--- src/rtl/core/mlfl_pkg.sv ---
package mlfl_pkg;

    localparam int NUM_TARGETS  = 4;
    localparam int CHANNELS_DEF = 4;
    localparam int LEVEL_W      = 8;
    localparam int STEPS_W      = 16;
    localparam int NUM_W        = STEPS_W + 1;
    localparam int DIGITS       = 8;
    localparam int PROD_W       = NUM_W + DIGITS;
    localparam int REM_W        = PROD_W - DIGITS;
    localparam int LIMIT_FULL   = 255;

    localparam logic ACT_START = 1'b0;
    localparam logic ACT_TICK  = 1'b1;

    typedef struct packed {
        logic               action;
        logic [LEVEL_W-1:0] target_0;
        logic [LEVEL_W-1:0] target_1;
        logic [LEVEL_W-1:0] target_2;
        logic [LEVEL_W-1:0] target_3;
        logic [STEPS_W-1:0] fade_steps;
        logic [LEVEL_W-1:0] trim_sample;
    } item_t;

    typedef struct packed {
        logic [1:0]         channel;
        logic [LEVEL_W-1:0] level;
        logic [LEVEL_W-1:0] duty;
        logic               any_on;
        logic               last_of_run;
    } result_t;

    typedef enum logic [2:0] {
        ST_IDLE,
        ST_CHECK,
        ST_LOAD,
        ST_MUL,
        ST_ADJ,
        ST_DIV,
        ST_WB,
        ST_EMIT
    } mlfl_state_t;

endpackage

--- src/rtl/core/multichannel_linear_fade_with_limiter.sv ---
// Each step works channel by channel over min(CHANNELS, 4) channels: first the new level of
// every channel, then its duty, each by a multiply, an adjust and a divide step on the shared
// bit-serial multiply/divide unit. A step that does not run goes back to idle from the check
// state. No new item is taken until the last result of the step has been issued.
// Reset (rst_n, async, active low) clears all levels, position and step count: idle.
module multichannel_linear_fade_with_limiter #(
    parameter int CHANNELS = mlfl_pkg::CHANNELS_DEF
) (
    input  logic              clk,
    input  logic              rst_n,
    input  logic              item_valid,
    output logic              item_stall,
    input  mlfl_pkg::item_t   item,
    output logic              result_valid,
    input  logic              result_stall,
    output mlfl_pkg::result_t result
);
    import mlfl_pkg::*;

    localparam int ACTIVE = (CHANNELS < NUM_TARGETS) ? CHANNELS : NUM_TARGETS;
    localparam int CH_W   = (ACTIVE > 1) ? $clog2(ACTIVE) : 1;
    localparam int CNT_W  = $clog2(DIGITS);
    localparam logic [CH_W-1:0]  LAST_CH    = CH_W'(ACTIVE - 1);
    localparam logic [CNT_W-1:0] LAST_DIGIT = CNT_W'(DIGITS - 1);

    mlfl_state_t        state_reg, state_next;
    logic [LEVEL_W-1:0] from_reg [ACTIVE];
    logic [LEVEL_W-1:0] from_next [ACTIVE];
    logic [LEVEL_W-1:0] to_reg [ACTIVE];
    logic [LEVEL_W-1:0] to_next [ACTIVE];
    logic [LEVEL_W-1:0] cur_reg [ACTIVE];
    logic [LEVEL_W-1:0] cur_next [ACTIVE];
    logic [STEPS_W-1:0] pos_reg, pos_next;
    logic [STEPS_W-1:0] total_reg, total_next;
    logic [CH_W-1:0]    ch_reg, ch_next;
    logic [CNT_W-1:0]   cnt_reg, cnt_next;
    logic               duty_pass_reg, duty_pass_next;
    logic               result_valid_reg, result_valid_next;

    logic               neg_reg, neg_next;
    logic [LEVEL_W-1:0] trim_reg, trim_next;
    logic [PROD_W-1:0]  acc_reg, acc_next;
    logic [NUM_W-1:0]   mcand_reg, mcand_next;
    logic [DIGITS-1:0]  mplier_reg, mplier_next;
    result_t            result_reg, result_next;

    logic [LEVEL_W-1:0] tgt [NUM_TARGETS];
    logic [LEVEL_W-1:0] sel_from, sel_to, sel_cur;
    logic [STEPS_W-1:0] den;
    logic [PROD_W-1:0]  mul_sum, adj_sum, div_acc;
    logic [REM_W:0]     div_shift, div_trial;
    logic               q_bit;
    logic [DIGITS-1:0]  quot;
    logic               any_on;
    logic               last_ch;

    assign tgt[0] = item.target_0;
    assign tgt[1] = item.target_1;
    assign tgt[2] = item.target_2;
    assign tgt[3] = item.target_3;

    assign sel_from = from_reg[ch_reg];
    assign sel_to   = to_reg[ch_reg];
    assign sel_cur  = cur_reg[ch_reg];
    assign last_ch  = (ch_reg == LAST_CH);
    assign den      = duty_pass_reg ? STEPS_W'(LIMIT_FULL) : total_reg;
    assign quot     = acc_reg[DIGITS-1:0];

    // shift-add, multiplier MSB first
    assign mul_sum = {acc_reg[PROD_W-2:0], 1'b0}
                   + (mplier_reg[DIGITS-1] ? PROD_W'(mcand_reg) : PROD_W'(0));
    // floor of a falling fade: bias by den - 1 before dividing
    assign adj_sum = acc_reg + (neg_reg ? PROD_W'(den - STEPS_W'(1)) : PROD_W'(0));

    // restoring division, quotient below 256 so the high part starts below den
    assign div_shift = {acc_reg[PROD_W-1:DIGITS], acc_reg[DIGITS-1]};
    assign div_trial = div_shift - (REM_W + 1)'(den);
    assign q_bit     = ~div_trial[REM_W];
    assign div_acc   = {(q_bit ? div_trial[REM_W-1:0] : div_shift[REM_W-1:0]),
                        acc_reg[DIGITS-2:0], q_bit};

    always_comb
    begin
        any_on = 1'b0;
        for (int i = 0; i < ACTIVE; i++)
        begin
            any_on = any_on | (cur_reg[i] != '0);
        end
    end

    always_ff @(posedge clk or negedge rst_n)
    begin
        if (!rst_n)
        begin
            state_reg        <= ST_IDLE;
            pos_reg          <= '0;
            total_reg        <= '0;
            ch_reg           <= '0;
            cnt_reg          <= '0;
            duty_pass_reg    <= 1'b0;
            result_valid_reg <= 1'b0;
            for (int i = 0; i < ACTIVE; i++)
            begin
                from_reg[i] <= '0;
                to_reg[i]   <= '0;
                cur_reg[i]  <= '0;
            end
        end
        else
        begin
            state_reg        <= state_next;
            pos_reg          <= pos_next;
            total_reg        <= total_next;
            ch_reg           <= ch_next;
            cnt_reg          <= cnt_next;
            duty_pass_reg    <= duty_pass_next;
            result_valid_reg <= result_valid_next;
            from_reg         <= from_next;
            to_reg           <= to_next;
            cur_reg          <= cur_next;
        end
    end

    always_ff @(posedge clk)
    begin
        neg_reg    <= neg_next;
        trim_reg   <= trim_next;
        acc_reg    <= acc_next;
        mcand_reg  <= mcand_next;
        mplier_reg <= mplier_next;
        result_reg <= result_next;
    end

    always_comb
    begin
        state_next        = state_reg;
        from_next         = from_reg;
        to_next           = to_reg;
        cur_next          = cur_reg;
        pos_next          = pos_reg;
        total_next        = total_reg;
        ch_next           = ch_reg;
        cnt_next          = cnt_reg;
        duty_pass_next    = duty_pass_reg;
        neg_next          = neg_reg;
        trim_next         = trim_reg;
        acc_next          = acc_reg;
        mcand_next        = mcand_reg;
        mplier_next       = mplier_reg;
        result_next       = result_reg;
        result_valid_next = result_valid_reg & result_stall;
        item_stall        = (state_reg != ST_IDLE);

        unique case (state_reg)
            ST_IDLE:
            begin
                if (item_valid)
                begin
                    trim_next  = item.trim_sample;
                    state_next = ST_CHECK;
                    if (item.action == ACT_START)
                    begin
                        for (int i = 0; i < ACTIVE; i++)
                        begin
                            from_next[i] = cur_reg[i];
                            to_next[i]   = tgt[i];
                        end
                        pos_next   = '0;
                        total_next = item.fade_steps;
                    end
                end
            end
            ST_CHECK:
            begin
                ch_next        = '0;
                duty_pass_next = 1'b0;
                state_next     = (pos_reg == total_reg) ? ST_IDLE : ST_LOAD;
            end
            ST_LOAD:
            begin
                acc_next = '0;
                cnt_next = '0;
                if (duty_pass_reg)
                begin
                    mcand_next  = NUM_W'(sel_cur - LEVEL_W'(1));
                    mplier_next = trim_reg;
                    neg_next    = 1'b0;
                end
                else
                begin
                    mcand_next  = NUM_W'(pos_reg) + NUM_W'(1);
                    neg_next    = (sel_to < sel_from);
                    mplier_next = (sel_to < sel_from) ? (sel_from - sel_to)
                                                      : (sel_to - sel_from);
                end
                state_next = ST_MUL;
            end
            ST_MUL:
            begin
                acc_next    = mul_sum;
                mplier_next = {mplier_reg[DIGITS-2:0], 1'b0};
                cnt_next    = cnt_reg + CNT_W'(1);
                if (cnt_reg == LAST_DIGIT)
                begin
                    state_next = ST_ADJ;
                end
            end
            ST_ADJ:
            begin
                acc_next   = adj_sum;
                cnt_next   = '0;
                state_next = ST_DIV;
            end
            ST_DIV:
            begin
                acc_next = div_acc;
                cnt_next = cnt_reg + CNT_W'(1);
                if (cnt_reg == LAST_DIGIT)
                begin
                    state_next = duty_pass_reg ? ST_EMIT : ST_WB;
                end
            end
            ST_WB:
            begin
                cur_next[ch_reg] = neg_reg ? (sel_from - quot) : (sel_from + quot);
                state_next       = ST_LOAD;
                if (last_ch)
                begin
                    pos_next       = pos_reg + STEPS_W'(1);
                    ch_next        = '0;
                    duty_pass_next = 1'b1;
                end
                else
                begin
                    ch_next = ch_reg + CH_W'(1);
                end
            end
            ST_EMIT:
            begin
                if (!result_valid_reg || !result_stall)
                begin
                    result_valid_next       = 1'b1;
                    result_next.channel     = 2'(ch_reg);
                    result_next.level       = sel_cur;
                    result_next.duty        = (sel_cur == '0) ? '0 : (quot + LEVEL_W'(1));
                    result_next.any_on      = any_on;
                    result_next.last_of_run = last_ch;
                    if (last_ch)
                    begin
                        state_next = ST_IDLE;
                    end
                    else
                    begin
                        ch_next    = ch_reg + CH_W'(1);
                        state_next = ST_LOAD;
                    end
                end
            end
            default:
            begin
                state_next = ST_IDLE;
            end
        endcase
    end

    assign result_valid = result_valid_reg;
    assign result       = result_reg;

endmodule

--- config.mk ---
export PLATFORM = sky130hd
export DESIGN_NAME = multichannel_linear_fade_with_limiter
export DESIGN_NICKNAME = d
export VERILOG_FILES = /design/src/rtl/core/mlfl_pkg.sv /design/src/rtl/core/multichannel_linear_fade_with_limiter.sv
export SDC_FILE = /design/constraint.sdc
export NUM_CORES = 1
export LEC_CHECK = 0
export BUFFER_PORTS_ARGS = -buffer_cell sky130_fd_sc_hd__buf_2
export CAP_MARGIN = 10
export CORE_MARGIN = 8
export CORE_UTILIZATION = 35
export DETAILED_ROUTE_END_ITERATION = 10
export GPL_TIMING_DRIVEN = 0
export SLEW_MARGIN = 5
export SYNTH_ARGS = -nofsm -noshare
export SYNTH_HDL_FRONTEND = slang
export SYNTH_SLANG_ARGS = --single-unit
--- constraint.sdc ---
create_clock -name clk -period 6 [get_ports clk]
set_input_delay 0.3 -clock clk [delete_from_list [all_inputs] [get_ports clk]]
set_output_delay 0.3 -clock clk [all_outputs]
set_load 0.01 [all_outputs]
==> out/qor.csv <==
stage;metric;value;unit
drt;vias_per_cell;5.36;
sta;max_slew_margin;22.3;%
power_and_ir_drop;p_leak;0.00711;µW
floorplanning;die_w;219;µm
synth;syn-cell-area;14400;µm²
final_layout;fin_cells;2137;
placed_design;place_inst;2035;
synth;synth_edf_count;79;
synth;syn_inst;1419;
power_and_ir_drop;swShare;45.8;%
cts;post_cts_buffers;0;
worst_setup_path;path_max_fanout;10;
run;drv_cap;0;
drt;wl_met2;20.2;mm
placed_design;dp_hpwl;31.6;mm
power_and_ir_drop;seqPwrFrac;26.2;%
grt;grt_usage;17.0;%
cts;clkTransAtPathRegs;0.06;ns
drt;totalWireLength;41.2;mm
hold_path;hp-class;input pin to register;
final_layout;drive_gt1_share;16.9;%
drt;drt_pass1_iterations;5;
sta;skew;0.0129;ns
worst_setup_path;worst_setup_path_start_kind;register;
drt;dr.max_layer_used;met4;
sta;setup_violations;0;
synth;syn_avg_cell_area;10.1;µm²
power_and_ir_drop;internal_power;6160;µW
final_layout;area_growth;17.4;%
cts;clock-sinks;217;
floorplanning;die_h;219;µm
cts;clockRootBuffer;clkbuf_16;
synth;ys.flop_type;dfrtp_1;
final_layout;final.fill_count;3991;
sta;hold_viol_final;0;
grt;grt_pass1_wl;65.1;mm
worst_setup_path;required;6.26;ns
synth;synth_cell_type_count;71;
worst_setup_path;rrSetupSlack;0.45;ns
sta;drv_slew;0;
cts;cts_tree;done;
cts;htree_levels;1;
floorplanning;die_area;47800;µm²
final_layout;fin_area;16900;µm²
cts;clk_path_buf_depth;3;
worst_setup_path;endpoint_kind;register;
sta;fin_crit;5.55;ns
synth;synth-seq-cells;217;
synth;yosys_warnings;0;
grt;antenna_found_initial;0;
placed_design;placed_area;15500;µm²
sta;finalCritPeriodShare;92.6;%
synth;ys_seq_area_share;40.5;%
grt;grt_overflow;0;
grt;grt_max_degree;89;
sta;fmax;180;MHz
final_layout;antenna_cells;0;
power_and_ir_drop;powerDensity;673;nW/µm²
run_status;outcome;completed;
sta;tightest_slew;1.16;ns
power_and_ir_drop;p_sw;5210;µW
drt;m1WireLength;18.1;mm
grt;grt_pass1_vias;11800;
synth;synth_nets;1575;
placed_design;gp_congestion;0.866;
floorplanning;start_util;35.3;%
floorplanning;coreArea;40700;µm²
cts;cts_buffers;25;
drt;ant_nets;0;
final_layout;nNetsFinal;1743;
drt;drc;0;
power_and_ir_drop;power_frac_comb;60.3;%
power_and_ir_drop;pwr-share-clk;13.4;%
power_and_ir_drop;ir_drop;0.301;mV
synth;postSynth.asyncResetShare;63.6;%
worst_setup_path;critPathKind;register to register;
cts;clock_latency;0.55;ns
floorplanning;rows;74;
drt;wire_per_inst;19.3;µm
worst_setup_path;cp.arrival;5.82;ns
placed_design;portBuffers;82;
drt;drt_iter0_markers;789;
drt;wl_met3;1.72;mm
floorplanning;num_io_pins;83;
drt;vias;11500;
[logic make-up after synthesis]
kind of cell,after synthesis,share of synthesized area [%]
buffers and inverters,114,3.28
xor gates and xnor gates,122,7.43
muxes,130,11.9
AOI/OAI and AO/OA,341,14.8
DFF,217,40.5
and+or+nand+nor,400,13.6
adders and majority gates,95,8.58
[what timing repair did]
| item | 4_1_cts | 5_1_grt |
|---|---|---|
| gates resized for setup | 0 | 2 |
| setup endpoints to repair | 0 | 1 |
| hold endpoints to repair | 106 | 0 |
| hold buffers | 57 | 0 |
[through the flow]
step / utilization (%) / hold slack [ns] / total power [µW] / setup WS (ns) / setup TNS (ns)
finish: 41.5 / 0.0437 / 11400 / 0.447 / 0
floorplan: - / 0.00441 / 7910 / 1.61 / 0
detailed placement: 38.1 / 0.308 / 9770 / 0.182 / 0
CTS: 41.5 / 0.0211 / 11400 / 0.170 / 0
global placement: 38.0 / 0.471 / 9650 / 0.215 / 0
global route: 41.5 / 0.0525 / 12300 / -0.00384 / -0.00384
[final cells by class]
class	instances	area, µm²	share of cell area (%)
plain buffers	63	282	1.67
clock buffers	36	728	4.31
clock inverters	9	76.3	0.452
inverters	51	191	1.13
multi-input cells	1088	8100	47.9
flip-flops and latches	217	5830	34.5
well taps	532	666	3.94
repair buffers	141	1030	6.09
[final timing paths]
| check | startpoint | end | cells past startpoint |
|---|---|---|---|
| hold / removal | result_stall | result_valid | 3 |
| max in group asynchronous | rst_n | state_reg[0] | 3 |
| hold reg to reg | cnt_reg[1] | cnt_reg[1] | 2 |
| min in group asynchronous | rst_n | to_reg[4] | 2 |
| setup / recovery | duty_pass_reg | acc_reg[22] | 20 |
| setup reg to reg | duty_pass_reg | acc_reg[22] | 20 |
[cells in the final DEF, fill, tap and decap left out, types with 10 or more instances in the layout]
master and count:
and3_1 13, ha_1 89, xnor2_1 79, edfxtp_1 79, buf_2 94, nor4_1 11
dlygate4sd3_1 57, a211oi_1 12, a21oi_1 69, mux4_2 24, dfrtp_1 138, inv_1 51
nand4_1 11, and2_1 31, o21ai_0 111, mux2i_1 20, nand2b_1 17, o21a_1 20
nor2_1 90, mux2_2 86, nor3_1 28, nand3_1 27, a21o_1 19, xor2_1 43
clkbuf_1 46, nor2b_1 10, clkbuf_16 26, a31oi_1 18, nand2_1 126, o21ai_1 11
[Yosys cell counts, types with 7 or more instances]
master	n	area (µm²)
nor2b_1	11	68.8
and3_1	13	81.3
nand2b_1	17	106
a31oi_1	18	113
clkbuf_1	40	150
and2_1	31	194
nand4_1	11	68.8
inv_1	51	191
o21ai_0	111	556
dfrtp_1	138	3450
mux4_2	24	541
buf_1	7	26.3
edfxtp_1	79	2370
o22ai_1	8	50.1
o31ai_1	9	67.6
o21ai_1	11	55.1
nor3_1	28	140
nand2_1	126	473
a21oi_1	70	350
a211oi_1	12	90.1
nor2_1	91	342
mux2_2	86	968
a22oi_1	9	67.6
o21a_1	20	150
or2_2	7	43.8
buf_2	13	65.1
o221ai_1	9	78.8
mux2i_1	20	200
a21o_1	19	143
xor2_1	43	377
ha_1	89	1110
xnor2_1	79	692
nand3_1	27	135
nor4_1	11	68.8
o21bai_1	7	52.6
[routing by layer]
metal  vias up  track usage (%)
met5         -                0
met4         0             5.20
met3        65             2.20
met2       246             29.8
met1      5622             21.6
li1       5531                -
[power groups by stage]
stage                     Combinational, µW  Clock, µW  Sequential, µW
after detailed placement               6770          0            3000
after CTS                              6840       1570            2970
after global routing                   7590       1620            3070
final                                  6860       1530            2980
after global placement                 6670          0            2980
after floorplan                        5150          0            2770
[critical path: stages (launching register included)]
cell	delay (ns)
dfrtp_1	0.40
buf_2	0.20
clkbuf_1	0.27
clkbuf_2	0.32
buf_1	0.36
nor2_2	0.28
ha_1	0.25
nand4b_1	0.20
nor4_4	0.32
o21ai_0	0.18
xor2_1	0.16
and2_1	0.19
ha_1	0.33
nand2_1	0.08
o21ai_0	0.28
a21oi_1	0.14
a21oi_1	0.31
o21ai_0	0.27
a221oi_1	0.40
xnor2_1	0.20
o221ai_1	0.14
(Power assumes the default switching activity.)
